<file path="src/rtl/sfcg_pkg.sv">
// Shared constants and the command record passed from the frame parser to the reply engine.
package sfcg_pkg;

  localparam int BUFFER_BYTES_DEF = 64;
  localparam int MAX_DLC_DEF      = 8;
  localparam int QUEUE_DEPTH_DEF  = 2;

  localparam logic [7:0] SYNC_BYTE = 8'hAA;
  localparam logic [7:0] TAIL_BYTE = 8'h55;

  localparam logic [7:0] OP_CAN_TX = 8'h01;
  localparam logic [7:0] OP_MODE   = 8'h20;
  localparam logic [7:0] OP_STATUS = 8'h21;
  localparam logic [7:0] OP_ERROR  = 8'hF0;

  localparam logic [7:0] ERR_LENGTH   = 8'h01;
  localparam logic [7:0] ERR_DLC      = 8'h02;
  localparam logic [7:0] ERR_COMMAND  = 8'h03;
  localparam logic [7:0] ERR_CHECKSUM = 8'h04;

  localparam logic [7:0] MIN_LEN = 8'd5;

  typedef struct packed {
    logic            is_can;
    logic            is_status;
    logic [3:0][7:0] info;
    logic [15:0]     id;
    logic [3:0]      dlc;
    logic [63:0]     data;
  } cmd_t;

endpackage

</file>
<file path="src/rtl/sfcg_front.sv">
// Frame parser: hunts for the start byte, collects the frame and classifies the command.
module sfcg_front #(
  parameter int BUFFER_BYTES = 64,
  parameter int MAX_DLC      = 8
) (
  input  logic          clk,
  input  logic          rst,
  input  logic          in_valid,
  output logic          in_ready,
  input  logic [7:0]    rx_byte,
  input  logic [7:0]    node_id,
  output logic          push_valid,
  input  logic          push_ready,
  output sfcg_pkg::cmd_t push_cmd
);
  import sfcg_pkg::*;

  localparam int CNT_W   = $clog2(BUFFER_BYTES + 1);
  localparam int DATA_N  = (MAX_DLC > 8) ? 8 : MAX_DLC;
  localparam int WIN     = 4 + DATA_N;
  localparam int IDX_W   = $clog2(WIN);
  localparam logic [8:0] MAX_LEN = 9'(BUFFER_BYTES - 4);
  localparam logic [7:0] DLC_LIM = 8'(MAX_DLC);

  logic [CNT_W-1:0] count;
  logic [7:0]       len;
  logic [7:0]       xacc;
  logic [7:0]       store [WIN];
  logic             pend;
  logic             pend_bad;
  logic [7:0]       mode;
  logic [7:0]       tally;

  logic             accept;
  logic [CNT_W-1:0] offset;
  logic [8:0]       tail_pos;
  logic [7:0]       op;
  logic [7:0]       dlc;
  logic             is_err;
  logic [7:0]       err_code;
  logic             act_can;
  logic             act_mode;
  logic             act_status;
  logic             done;

  assign in_ready = !pend;
  assign accept   = in_valid && in_ready;
  assign offset   = count - CNT_W'(2);
  assign tail_pos = {1'b0, len} + 9'd3;
  assign op       = store[0];
  assign dlc      = store[3];

  always_comb begin
    is_err     = 1'b0;
    err_code   = ERR_COMMAND;
    act_can    = 1'b0;
    act_mode   = 1'b0;
    act_status = 1'b0;
    if (pend_bad) begin
      is_err   = 1'b1;
      err_code = ERR_CHECKSUM;
    end else if (len < MIN_LEN) begin
      is_err   = 1'b1;
      err_code = ERR_LENGTH;
    end else if (dlc > DLC_LIM) begin
      is_err   = 1'b1;
      err_code = ERR_DLC;
    end else if (op == OP_CAN_TX) begin
      act_can = 1'b1;
    end else if (op == OP_MODE) begin
      act_mode = 1'b1;
    end else if (op == OP_STATUS) begin
      act_status = 1'b1;
    end else begin
      is_err = 1'b1;
    end
  end

  always_comb begin
    push_cmd           = '0;
    push_cmd.is_can    = act_can;
    push_cmd.is_status = act_status;
    push_cmd.id        = {store[1], store[2]};
    push_cmd.dlc       = dlc[3:0];
    for (int i = 0; i < DATA_N; i++) begin
      if (8'(i) < dlc) begin
        push_cmd.data[8*i +: 8] = store[4 + i];
      end
    end
    if (act_status) begin
      push_cmd.info[0] = node_id;
      push_cmd.info[1] = mode;
      push_cmd.info[2] = tally;
    end else begin
      push_cmd.info[0] = err_code;
    end
  end

  assign push_valid = pend && !act_mode;
  assign done       = pend && (act_mode || push_ready);

  always_ff @(posedge clk) begin
    if (rst) begin
      count    <= '0;
      len      <= '0;
      xacc     <= '0;
      pend     <= 1'b0;
      pend_bad <= 1'b0;
      mode     <= 8'd1;
      tally    <= '0;
      for (int i = 0; i < WIN; i++) begin
        store[i] <= '0;
      end
    end else begin
      if (done) begin
        pend <= 1'b0;
        if (act_mode && dlc != 8'd0) begin
          mode <= store[4];
        end
        if (is_err) begin
          tally <= tally + 8'd1;
        end
      end
      if (accept) begin
        if (count == '0) begin
          if (rx_byte == SYNC_BYTE) begin
            count <= CNT_W'(1);
          end
        end else if (count == CNT_W'(1)) begin
          len  <= rx_byte;
          xacc <= '0;
          if ({1'b0, rx_byte} > MAX_LEN) begin
            count <= '0;
          end else begin
            count <= CNT_W'(2);
          end
        end else begin
          if (offset < CNT_W'(WIN)) begin
            store[offset[IDX_W-1:0]] <= rx_byte;
          end
          if (9'(count) == tail_pos) begin
            count <= '0;
            if (rx_byte == TAIL_BYTE) begin
              pend     <= 1'b1;
              pend_bad <= (xacc != 8'd0);
            end
          end else begin
            xacc  <= xacc ^ rx_byte;
            count <= count + CNT_W'(1);
          end
        end
      end
    end
  end

endmodule

</file>
<file path="src/rtl/sfcg_cmd_fifo.sv">
// Short command queue between the frame parser and the reply engine.
module sfcg_cmd_fifo #(
  parameter int DEPTH = 2
) (
  input  logic           clk,
  input  logic           rst,
  input  logic           wr_valid,
  output logic           wr_ready,
  input  sfcg_pkg::cmd_t wr_cmd,
  output logic           rd_valid,
  input  logic           rd_ready,
  output sfcg_pkg::cmd_t rd_cmd
);
  import sfcg_pkg::*;

  localparam int PTR_W = (DEPTH > 1) ? $clog2(DEPTH) : 1;
  localparam int CNT_W = $clog2(DEPTH + 1);

  cmd_t             mem [DEPTH];
  logic [PTR_W-1:0] wr_ptr;
  logic [PTR_W-1:0] rd_ptr;
  logic [CNT_W-1:0] fill;
  logic             do_wr;
  logic             do_rd;

  assign wr_ready = (fill != CNT_W'(DEPTH));
  assign rd_valid = (fill != '0);
  assign rd_cmd   = mem[rd_ptr];
  assign do_wr    = wr_valid && wr_ready;
  assign do_rd    = rd_valid && rd_ready;

  always_ff @(posedge clk) begin
    if (do_wr) begin
      mem[wr_ptr] <= wr_cmd;
    end
  end

  always_ff @(posedge clk) begin
    if (rst) begin
      wr_ptr <= '0;
      rd_ptr <= '0;
      fill   <= '0;
    end else begin
      if (do_wr) begin
        wr_ptr <= (wr_ptr == PTR_W'(DEPTH - 1)) ? '0 : wr_ptr + PTR_W'(1);
      end
      if (do_rd) begin
        rd_ptr <= (rd_ptr == PTR_W'(DEPTH - 1)) ? '0 : rd_ptr + PTR_W'(1);
      end
      if (do_wr && !do_rd) begin
        fill <= fill + CNT_W'(1);
      end else if (do_rd && !do_wr) begin
        fill <= fill - CNT_W'(1);
      end
    end
  end

endmodule

</file>
<file path="src/rtl/sfcg_back.sv">
// Reply engine: turns queued commands into CAN requests or serialized reply frames.
module sfcg_back (
  input  logic           clk,
  input  logic           rst,
  input  logic           cmd_valid,
  output logic           cmd_ready,
  input  sfcg_pkg::cmd_t cmd,
  output logic           out_valid,
  input  logic           out_ready,
  output logic           kind,
  output logic [7:0]     tx_byte,
  output logic           last,
  output logic [15:0]    frame_id,
  output logic [3:0]     frame_dlc,
  output logic [63:0]    frame_data
);
  import sfcg_pkg::*;

  cmd_t       cur;
  logic       busy;
  logic [3:0] idx;

  logic       slot_free;
  logic [3:0] n;
  logic [7:0] op;
  logic [7:0] chk;
  logic [1:0] info_idx;
  logic [3:0] final_idx;
  logic [7:0] byte_val;
  logic       at_end;

  assign cmd_ready = !busy;
  assign slot_free = !out_valid || out_ready;
  assign n         = cur.is_status ? 4'd4 : 4'd1;
  assign op        = cur.is_status ? OP_STATUS : OP_ERROR;
  assign chk       = op ^ {4'd0, n} ^ cur.info[0] ^ cur.info[1] ^ cur.info[2] ^ cur.info[3];
  assign info_idx  = idx[1:0] - 2'd2;
  assign final_idx = n + 4'd7;
  assign at_end    = cur.is_can || (idx == final_idx);

  always_comb begin
    if (idx == 4'd0) begin
      byte_val = SYNC_BYTE;
    end else if (idx == 4'd1) begin
      byte_val = {4'd0, n} + 8'd4;
    end else if (idx == 4'd2) begin
      byte_val = op;
    end else if (idx == 4'd3 || idx == 4'd4) begin
      byte_val = 8'd0;
    end else if (idx == 4'd5) begin
      byte_val = {4'd0, n};
    end else if (idx < n + 4'd6) begin
      byte_val = cur.info[info_idx];
    end else if (idx == n + 4'd6) begin
      byte_val = chk;
    end else begin
      byte_val = TAIL_BYTE;
    end
  end

  always_ff @(posedge clk) begin
    if (rst) begin
      busy      <= 1'b0;
      out_valid <= 1'b0;
      idx       <= '0;
    end else begin
      if (!busy) begin
        if (cmd_valid) begin
          cur  <= cmd;
          busy <= 1'b1;
          idx  <= '0;
        end
      end
      if (busy && slot_free) begin
        out_valid <= 1'b1;
        last      <= at_end;
        idx       <= idx + 4'd1;
        if (at_end) begin
          busy <= 1'b0;
        end
        if (cur.is_can) begin
          kind       <= 1'b1;
          tx_byte    <= 8'd0;
          frame_id   <= cur.id;
          frame_dlc  <= cur.dlc;
          frame_data <= cur.data;
        end else begin
          kind       <= 1'b0;
          tx_byte    <= byte_val;
          frame_id   <= '0;
          frame_dlc  <= '0;
          frame_data <= '0;
        end
      end else if (out_ready) begin
        out_valid <= 1'b0;
      end
    end
  end

endmodule

</file>
<file path="src/rtl/serial_frame_command_gateway.sv">
// Top level of the serial frame command gateway: parser, command queue and reply engine.
//
//   Channel   Signals                                   Beat
//   input     in_valid, in_ready, rx_byte               one received serial byte
//   output    out_valid, out_ready, kind, tx_byte,      one reply byte or one CAN request
//             last, frame_id, frame_dlc, frame_data
//   config    cfg_wr_en, cfg_wr_data                    node identifier write
//
// The parser takes one byte per cycle while not stalled; after a correct end byte, input
// stalls while the frame is decoded, and it stalls longer if the queue is full.
// The reply engine takes a command when idle, then sends one beat per cycle unless out_ready holds it back:
// a CAN request is one beat, an error frame nine and a status reply twelve.
// Reset is synchronous: the frame buffer clears, the mode reads 1 and the error count 0.
// The command queue lets the parser keep taking bytes while a result waits downstream.
module serial_frame_command_gateway #(
  parameter int BUFFER_BYTES = sfcg_pkg::BUFFER_BYTES_DEF,
  parameter int MAX_DLC      = sfcg_pkg::MAX_DLC_DEF,
  parameter int QUEUE_DEPTH  = sfcg_pkg::QUEUE_DEPTH_DEF
) (
  input  logic        clk,
  input  logic        rst,
  input  logic        cfg_wr_en,
  input  logic [7:0]  cfg_wr_data,
  input  logic        in_valid,
  output logic        in_ready,
  input  logic [7:0]  rx_byte,
  output logic        out_valid,
  input  logic        out_ready,
  output logic        kind,
  output logic [7:0]  tx_byte,
  output logic        last,
  output logic [15:0] frame_id,
  output logic [3:0]  frame_dlc,
  output logic [63:0] frame_data
);
  import sfcg_pkg::*;

  logic [7:0] node_id;
  logic       push_valid;
  logic       push_ready;
  cmd_t       push_cmd;
  logic       pop_valid;
  logic       pop_ready;
  cmd_t       pop_cmd;

  always_ff @(posedge clk) begin
    if (rst) begin
      node_id <= '0;
    end else if (cfg_wr_en) begin
      node_id <= cfg_wr_data;
    end
  end

  sfcg_front #(
    .BUFFER_BYTES (BUFFER_BYTES),
    .MAX_DLC      (MAX_DLC)
  ) u_front (
    .clk        (clk),
    .rst        (rst),
    .in_valid   (in_valid),
    .in_ready   (in_ready),
    .rx_byte    (rx_byte),
    .node_id    (node_id),
    .push_valid (push_valid),
    .push_ready (push_ready),
    .push_cmd   (push_cmd)
  );

  sfcg_cmd_fifo #(
    .DEPTH (QUEUE_DEPTH)
  ) u_fifo (
    .clk      (clk),
    .rst      (rst),
    .wr_valid (push_valid),
    .wr_ready (push_ready),
    .wr_cmd   (push_cmd),
    .rd_valid (pop_valid),
    .rd_ready (pop_ready),
    .rd_cmd   (pop_cmd)
  );

  sfcg_back u_back (
    .clk        (clk),
    .rst        (rst),
    .cmd_valid  (pop_valid),
    .cmd_ready  (pop_ready),
    .cmd        (pop_cmd),
    .out_valid  (out_valid),
    .out_ready  (out_ready),
    .kind       (kind),
    .tx_byte    (tx_byte),
    .last       (last),
    .frame_id   (frame_id),
    .frame_dlc  (frame_dlc),
    .frame_data (frame_data)
  );

endmodule
</file>
<file path="config.mk">
export PLATFORM = sky130hd
export DESIGN_NAME = serial_frame_command_gateway
export DESIGN_NICKNAME = d
export VERILOG_FILES = /design/src/rtl/sfcg_pkg.sv /design/src/rtl/sfcg_front.sv /design/src/rtl/sfcg_cmd_fifo.sv /design/src/rtl/sfcg_back.sv /design/src/rtl/serial_frame_command_gateway.sv
export SDC_FILE = /design/constraint.sdc
export NUM_CORES = 1
export LEC_CHECK = 0
export BUFFER_PORTS_ARGS = -buffer_cell sky130_fd_sc_hd__buf_2
export CORE_UTILIZATION = 40
export DETAILED_ROUTE_END_ITERATION = 12
export HOLD_SLACK_MARGIN = 0.06
export SETUP_SLACK_MARGIN = 0.4
export SLEW_MARGIN = 0
export SYNTH_ARGS = -nofsm -noshare
export SYNTH_HDL_FRONTEND = slang
export SYNTH_HIERARCHICAL = 1
export SYNTH_SLANG_ARGS = --single-unit
</file>
<file path="constraint.sdc">
create_clock -name clk -period 9.42 [get_ports clk]
set_clock_uncertainty 0.1 [all_clocks]
set_input_delay 0.942 -clock clk [delete_from_list [all_inputs] [get_ports clk]]
set_output_delay 0.942 -clock clk [all_outputs]
set_load 0.01 [all_outputs]
</file>
Word-level counts from Yosys, hierarchy flattened --
Memory sizes are Yosys's and may differ from the RTL's. A register that Yosys moved wholly into a read port is not among the register bits. Index checks and enable logic that the tools add are counted.
Storage, ports and cells: bits in registers 161, memory bits (writable) 316, word-level logic and storage cells 202, memories kept 2
Memory list:
- u_fifo.mem | depth 2, width 110, rd ports 1, clocked after Yosys merged registers in 1, wr ports 1, RTL line sfcg_cmd_fifo.sv:19 | cmd_t mem [DEPTH];
- u_front.store | depth 12, width 8, rd ports 12, clocked after Yosys merged registers in 0, wr ports 12, RTL line sfcg_front.sv:28 | logic [7:0] store [WIN];
Cells by class: add/subtract/negate cells 13, magnitude comparators 14, equality and inequality tests 18, multiplexer cells 85, bitwise operators 10, reductions and logical operators 38
Operators with widths (count):
- two-way mux 8 bit | 23
- two-way mux 1 bit | 48
- bitwise XOR 8 bit | 5
- less-than comparator 3 x 8 -> 1 bit, first input constant | 4
- two-way mux 7 bit | 4
- binary-select mux 8 bit (select 2 bit) | 1
- == test 8 x 6 -> 1 bit, second input constant | 2
- less-than comparator 1 x 8 -> 1 bit, first input constant | 2
- less-than comparator 2 x 8 -> 1 bit, first input constant | 2
- two-way mux 16 bit | 1
- two-way mux 4 bit | 4
- nonzero test 8 bit | 2
- AND reduction 2 bit | 5
- adder 8 x 2 -> 9 bit, second input constant | 1
- == test 7 x 9 -> 1 bit | 1
- logical AND 1 bit | 9
- AND reduction 3 bit | 3
- adder 4 x 3 -> 4 bit, second input constant | 2
- adder 8 x 1 -> 8 bit, second input constant | 1
- == test 4 x 2 -> 1 bit, second input constant | 2
- == test 4 x 3 -> 1 bit, second input constant | 2
- == test 4 bit | 2
- == test 8 x 1 -> 1 bit, second input constant | 1
- == test 8 x 7 -> 1 bit, second input constant | 1
- other kinds (31) | 50

Depth between registers and ports, before layout --
Gate-level depths: netlist (run 1). An unclocked memory read counts as a cell.
depth after elaboration 15, gate-level depth with buffers 12, gate-level depth less buffers 11

Cells and area by module --
The synthesis (run 1) kept the hierarchy.
By module, submodules not included:
- sfcg_cmd_fifo | instances 1, cells each 391, area an instance 8803.4 µm², sequential area each 7186.9 µm²
- sfcg_back | instances 1, cells each 456, area an instance 8204.1 µm², sequential area each 6486.2 µm²
- sfcg_front | instances 1, cells each 692, area an instance 7150.6 µm², sequential area each 3703.6 µm²
- serial_frame_command_gateway | instances 1, cells each 26, area an instance 285.3 µm², sequential area each 160.2 µm²

Least setup slack after synthesis (run 1) --
Ideal clock, no wire load.
path type input -> register, from input rst, to register u_back/cur[0] (netlist bit), enable pin, setup time 596 ps, arrival time 6041 ps, data required time 8724 ps, path slack 2683 ps, cell stages on the path 2, cell sequence clkbuf_1 nor2_1
Between the ends: cells in the longest elaborated chain, start to end 2
RTL lines:
- start: declaration | RTL line serial_frame_command_gateway.sv:21 | input logic rst,
- inverter 1 bit (no source line)
- AND reduction 3 bit (no source line)
- end signal: assignment | RTL line sfcg_back.sv:69 | cur <= cmd;
- end: declaration | RTL line sfcg_back.sv:19 | cmd_t cur;
No other way between the ends. A chain may end at the register's enable or synchronous reset.

Final worst setup path (run 1) --
from register u_front.len[0], to memory u_fifo/mem[0][50] (netlist bit), enable pin
Between the ends: cells in the longest elaborated chain, start to end 8
RTL lines:
- start: declaration | RTL line sfcg_front.sv:26 | logic [7:0] len;
- start signal: assignment | RTL line sfcg_front.sv:130 | len <= rx_byte;
- less-than comparator 8 x 3 -> 1 bit | RTL line sfcg_front.sv:62 | end else if (len < MIN_LEN) begin
- two-way mux 1 bit | RTL line sfcg_front.sv:62
- two-way mux 1 bit | RTL line sfcg_front.sv:59 | if (pend_bad) begin
- zero test 1 bit | RTL line sfcg_front.sv:99 | assign push_valid = pend && !act_mode;
- logical AND 1 bit | RTL line sfcg_front.sv:99
- via push_valid | RTL line serial_frame_command_gateway.sv:39 | logic push_valid;
- logical AND 1 bit | RTL line sfcg_cmd_fifo.sv:29 | assign do_wr = wr_valid && wr_ready;
- two-way mux 1 bit | RTL line sfcg_cmd_fifo.sv:33 | if (do_wr) begin
- two-way mux 1 bit (not written as such) | RTL line sfcg_cmd_fifo.sv:34 | mem[wr_ptr] <= wr_cmd;
- end: declaration | RTL line sfcg_cmd_fifo.sv:19
The timed path passes the listed nets, and every way through them passes these cells.

==> results of run 1 <==
## routing by layer
metal	track usage [%]	part of all wire (%)	up-vias
li1	-	-	6015
met1	19.0	45	6151
met2	23.4	48	287
met3	3.08	5.2	75
met4	4.20	2.0	4
met5	0	0.051	-
## worst min path at each step
stage	endpoint	depth (start not counted)
global placement	u_fifo/mem[0][69]	0
CTS	u_fifo/mem[0][69]	0
floorplan	u_fifo/mem[0][68]	0
global route	u_fifo/mem[1][69]	0
finish	u_fifo/mem[1][69]	0
detailed placement	u_fifo/mem[0][83]	0
## placed cells by master, fill, tap and decap left out, types with 7 or more instances in the layout
cell,count
mux2_2,98
a211oi_1,7
buf_2,116
nor3_1,13
o211ai_1,10
mux2i_1,16
mux4_2,8
nor2_1,56
clkinv_2,14
o21ai_0,12
clkbuf_16,58
clkinv_1,11
edfxtp_1,544
inv_1,17
ha_1,16
nor2b_1,49
xnor2_1,29
nand3_1,19
buf_4,15
dfxtp_1,59
nor4_1,8
and2_1,124
and3_1,102
o311ai_1,8
mux2_4,21
a31oi_1,10
nand2_1,65
and2b_1,7
xor2_1,12
nor4b_1,16
conb_1,8
nand2b_1,7
nand4_1,7
a21oi_1,33
## layout make-up
class                   instances  area, um^2
clock buffers                  63        1470
clock inverters                39         379
fillers                      5205       32900
repair buffers                131         693
multi-input cells             843        6330
flip-flops and latches        604       17500
inverters                      18        70.1
well taps                     782         978
## stage by stage
step	cell area, um^2	worst slack, ns	hold WS, ns	power, mW	utilization [%]
after CTS	27500	5.43	0.343	6.34	45.5
after floorplan	24500	2.68	0.321	3.88	-
after global placement	25600	5.59	0.333	4.06	42.4
final	27500	5.45	0.350	6.25	45.5
after global routing	27500	5.16	0.364	6.50	45.5
after detailed placement	25600	5.45	0.341	4.08	42.4
## sequential cells by signal, summed over array words and instances, names as in the netlist, 2 cells and up, named ones only
register	count
u_back/frame_data	64
u_front/tally	8
u_front/count	7
u_front/xacc	8
u_back/idx	4
u_back/frame_dlc	4
u_fifo/fill	2
u_back/cur	118
u_back/tx_byte	8
u_back/frame_id	16
u_front/store	96
u_fifo/mem	236
node_id	8
u_front/mode	8
u_front/len	8
## power groups by stage
stage / logic (mW) / registers (mW) / clock network, mW
finish: 0.695 / 3.30 / 2.25
global route: 0.761 / 3.33 / 2.41
CTS: 0.715 / 3.31 / 2.32
detailed placement: 0.712 / 3.37 / 0
global placement: 0.703 / 3.36 / 0
floorplan: 0.525 / 3.36 / 0
## kinds of logic after synthesis
| logic type | synth area share, % |
|---|---|
| fa+ha+maj | 0.819 |
| mux | 7.24 |
| compound gates | 3.48 |
| flops | 71.7 |
| xor+xnor | 1.84 |
| buf+inv | 2.53 |
| other cells | 0.0153 |
| simple gates | 12.3 |
## worst register-to-register path: cells and delay by family (launching register included)
kind,cells,cell delay [ns]
buffers and inverters,3,1.56
AO/OA/AOI/OAI,2,0.69
AND/OR/NAND/NOR,3,0.52
flip-flops,1,0.37
adder cells (fa/ha/maj),1,0.34
==> impl_metrics.tcl, run 1 <==
set metrics [dict create \
    run_status "finished clean" \
    finalSetupTns_ns 0 \
    yosysWarnings 6 \
    setup_viol 0 \
    synth-seq-cells 604 \
    synth_cells 1565 \
    ioPinCount 117 \
    layout.nets 1693 \
    seq_power_share_pct 52.8 \
    cp-startpoint "u_front/len[0]" \
    cts-root-buf "clkbuf_16" \
    clkPwrFrac_pct 36.1 \
    port_buffers 116 \
    comb_power_share_pct 11.1 \
    syn_area_per_cell_um2 15.6 \
    drc_errors 0 \
    ys_seq_area_share_pct 71.7 \
    grt_max_degree 94 \
    die-height_um 249 \
    crit_end "u_fifo/mem[0][50]" \
    synth_largest_area_cell "edfxtp_1" \
    placedCellCount 2378 \
    ctsHoldBuffers 0 \
    first_pass_iters 5 \
    htree_num_levels 2 \
    clkSlewWorstSetupHoldPaths_ns 0.06 \
    grt_pass1_vias 12476 \
    coreArea_mm2 0.0604 \
    cts_resized 0 \
    crit_buf_inv 3 \
    synth.area.top_cells "edfxtp_1 67%, dfxtp_1 4.9%, mux2_2 4.5%" \
    netlist_area_mm2 0.0244 \
    vias 12532 \
    synth-main-ff-cell "edfxtp_1" \
    path_cells "inv_1 > ha_1 > nor2b_1 > o31ai_4 > nor3_1 > a21oi_1 > nand3b_1 > inv_4 > buf_4" \
    p_int_mw 4.81 \
    power.switching_mw 1.45 \
    final_cells 2480 \
    track_usage_pct 14.3 \
    cp.depth 9 \
    num_antenna_cells 0 \
    cts_setup_buffers 0 \
    cp_max_fo 78 \
    peakVddDrop_uv 134 \
    post-route-period-util_pct 42.1 \
    hpwl_um 28200 \
    cp_slowest_cell "inv_4" \
    routabilityCongestion 0.814 \
    synth_most_common_cell "edfxtp_1" \
    reg2reg_setup_slack_ns 5.45 \
    crit_type "reg -> reg" \
    rsz0062_at_grt "no" \
    via_per_inst 5.05 \
    final_layout_size_suffix_gt1_share_pct 21.7 \
    critical_path_required_ns 9.58 \
    rows 90 \
    rr_startpoint "u_front/len[0]" \
    worst_pin_slew_ns 1.22 \
    grt_first_pass_wirelength_um 69400 \
    maxSlewHeadroom_pct 18.4 \
    synth-async-reset-ratio_pct 0 \
    synth_edf_count 544 \
    worstPathArrival_ns 4.13 \
    hold_path_class "reg -> reg" \
    die_x_um 249 \
    synthTopCellsByCount "544 x edfxtp_1, 124 x and2_1, 103 x and3_1" \
    drt_wl_total_um 44700 \
    hold_start "u_front/store[2][1]" \
    sw_frac_of_total_pct 23.1 \
    cp-end-kind "register" \
    fmax_mhz 252 \
    worst_setup_path_start_kind "register" \
    start_util_pct 40.5 \
    numClockSinks 604 \
    p_leak_nw 9.72 \
    drtIter0Drc 847 \
    slowest_delay_ns 0.78 \
    insertion_delay_ns 0.62 \
    hold_viol_final 0 \
    cts-buffers-inserted 58 \
    grt_overflow 0 \
    area_delta_synth_final_pct 12.4 \
    reg2reg_to "u_fifo/mem[0][50]" \
    drv_cap 0 \
    slew_violations 0 \
    min_period_ns 3.97 \
    antenna_found_initial 2 \
    yosysUniqueCellTypes 82 \
    crit_family "buffers and inverters" \
    r2r_cells 9 \
    wl_per_cell_um 18.0 \
    clockBufferDepth 3 \
    die-area_mm2 0.0621 \
    synth_top_area_share_pct 66.8 \
    cts_tree "done" \
    route.antenna.remaining_nets 0 \
    power.density_mw_per_mm2 228 \
]
No activity file was read; power rests on OpenSTA's default activity.
==> inputs of run 2 (changes only) <==
==> constraint.sdc (replaced) <==
create_clock -name clk -period 4.1 [get_ports clk]
set_clock_uncertainty 0.1 [all_clocks]
set_input_delay 0.41 -clock clk [delete_from_list [all_inputs] [get_ports clk]]
set_output_delay 0.41 -clock clk [all_outputs]
set_load 0.01 [all_outputs]
==> run 2 against run 1 <==
Net effect: clock-buffer cell count grew 8; combinational power increased by 140%; die area unchanged; maximum frequency is 18% higher; non-clock buffer count rose by 23; design area up 1.6%; sequential share of layout area down 0.98 points; sequential power is 130% higher; final cell count increased by 1.1%; total power up 140%; highest routed layer is now met4.
==> impl_metrics.tcl, run 2 (same netlist as run 1, synthesis figures left out) <==
set metrics [dict create \
    cp_common_cell "nand2_1" \
    ioPinCount 117 \
    reg_top3 "u_fifo/mem x236, u_back/cur x118, u_front/store x96" \
    rsz0062_at_grt "no" \
    die_x_um 249 \
    wl_met1_um 20700 \
    routabilityCongestion 0.772 \
    worst_setup_path_start_kind "register" \
    layout_common_cells "544 x edfxtp_1, 124 x and2_1, 116 x buf_2" \
    run_status "finished clean" \
    reg2reg_setup_slack_ns 0.73 \
    vias 12578 \
    rr_startpoint "u_front/count[2]" \
    cp-end-kind "register" \
    critical_path_required_ns 4.26 \
    worstPathArrival_ns 3.53 \
    via_per_inst 5.02 \
    drtIter0Drc 852 \
    final_common_cell "edfxtp_1" \
    grt_overflow 0 \
    cp_slowest_cell "nor4b_4" \
    port_buffers 116 \
    cts-buffers-inserted 59 \
    clockBufferDepth 3 \
    peakVddDrop_uv 319 \
    final_layout_size_suffix_gt1_share_pct 22.5 \
    die-height_um 249 \
    hpwl_um 28300 \
    r2r_cells 8 \
    path_cells "inv_1 > ha_1 > nand2_1 > o22a_1 > o22a_1 > nor4b_4 > nand2_1 > nand2_1" \
    cts_setup_buffers 0 \
    largest_reg_flops 236 \
    die-area_mm2 0.0621 \
    slew_violations 0 \
    antenna_found_initial 0 \
    rows 90 \
    drt_wl_total_um 44800 \
    track_usage_pct 14.2 \
    wl_per_cell_um 17.9 \
    routed.top_layer "met4" \
    top_register "u_fifo/mem" \
    numClockSinks 604 \
    drc_errors 0 \
    area_delta_synth_final_pct 14.1 \
    met3_length_um 2010 \
    crit_end "u_front/store[9][6]" \
    grt_max_degree 105 \
    start_util_pct 40.5 \
    maxSlewHeadroom_pct 13.9 \
    num_antenna_cells 0 \
    wl_met2_um 21300 \
    hold_viol_final 0 \
    finalSetupTns_ns 0 \
    cp-startpoint "u_front/count[2]" \
    clkSlewWorstSetupHoldPaths_ns 0.06 \
    ctsHoldBuffers 9 \
    power.density_mw_per_mm2 527 \
    p_leak_nw 9.91 \
    reg2reg_to "u_front/store[9][6]" \
    coreArea_mm2 0.0604 \
    cts_resized 0 \
    slowest_delay_ns 0.85 \
    grt_pass1_vias 12348 \
    cts-root-buf "clkbuf_16" \
    cts_tree "done" \
    layout.nets 1717 \
    insertion_delay_ns 0.61 \
    first_pass_iters 5 \
    crit_type "reg -> reg" \
    drv_cap 0 \
    hold_path_class "in -> reg" \
    post-route-period-util_pct 82.3 \
    grt_first_pass_wirelength_um 69600 \
    worst_pin_slew_ns 1.29 \
    cp_max_fo 21 \
    min_period_ns 3.37 \
    setup_viol 0 \
    htree_num_levels 2 \
    hold_slack_ns 0.135 \
    fmax_mhz 296 \
    route.antenna.remaining_nets 0 \
]
## run 2: layout make-up
cell class	instances	area [um^2]
fillers	5210	32500
flip-flops and latches	604	17500
clock inverters	35	392
well taps	782	978
inverters	18	71.3
repair buffers	154	988
multi-input cells	843	6350
clock buffers	71	1570
## run 2: routing by layer
layer	GRT usage, %	vias to the layer above
met5	0	-
met4	4.06	0
met3	2.85	59
met2	22.8	257
met1	19.7	6203
li1	-	6059
## run 2: how the worst min path moves through the flow
stage                         from           endpoint  slack (ns)  depth (start not counted)
5_1_grt                  cfg_wr_en         node_id[5]        0.13                          3
2_1_floorplan  u_front/store[2][0]  u_fifo/mem[0][68]        0.32                          0
3_5_place_dp   u_front/store[2][4]  u_fifo/mem[0][72]        0.35                          0
6_report                 cfg_wr_en         node_id[5]        0.14                          3
4_1_cts                  cfg_wr_en         node_id[2]        0.11                          3
3_3_place_gp   u_front/store[2][1]  u_fifo/mem[0][69]        0.34                          0
## run 2: report_power, final
group	internal (mW)	switching, mW	leakage (nW)
Combinational	0.786	0.897	3.33
Sequential	7.34	0.215	5.61
Clock	3.23	2.24	0.967
## run 2: worst max-delay path: cells and delay by family (launching register included)
family / cells / cell delay, ns
and+or+nand+nor: 4 / 1.40
AOI/OAI and AO/OA: 2 / 0.44
adders and majority gates: 1 / 0.43
buffers and inverters: 1 / 0.14
DFF: 1 / 0.53
## run 2: stage by stage
step / instances / power [mW] / util [%] / instance area (um^2) / setup slack [ns]
6_report: 2507 / 14.7 / 46.2 / 27900 / 0.726
5_1_grt: 2507 / 15.3 / 46.2 / 27900 / 0.468
4_1_cts: 2507 / 14.9 / 46.2 / 27900 / 0.805
3_5_place_dp: 2392 / 9.40 / 42.8 / 25800 / 0.821
3_3_place_gp: 2392 / 9.37 / 42.8 / 25800 / 0.991
2_1_floorplan: 1572 / 8.89 / - / 24500 / 0.453
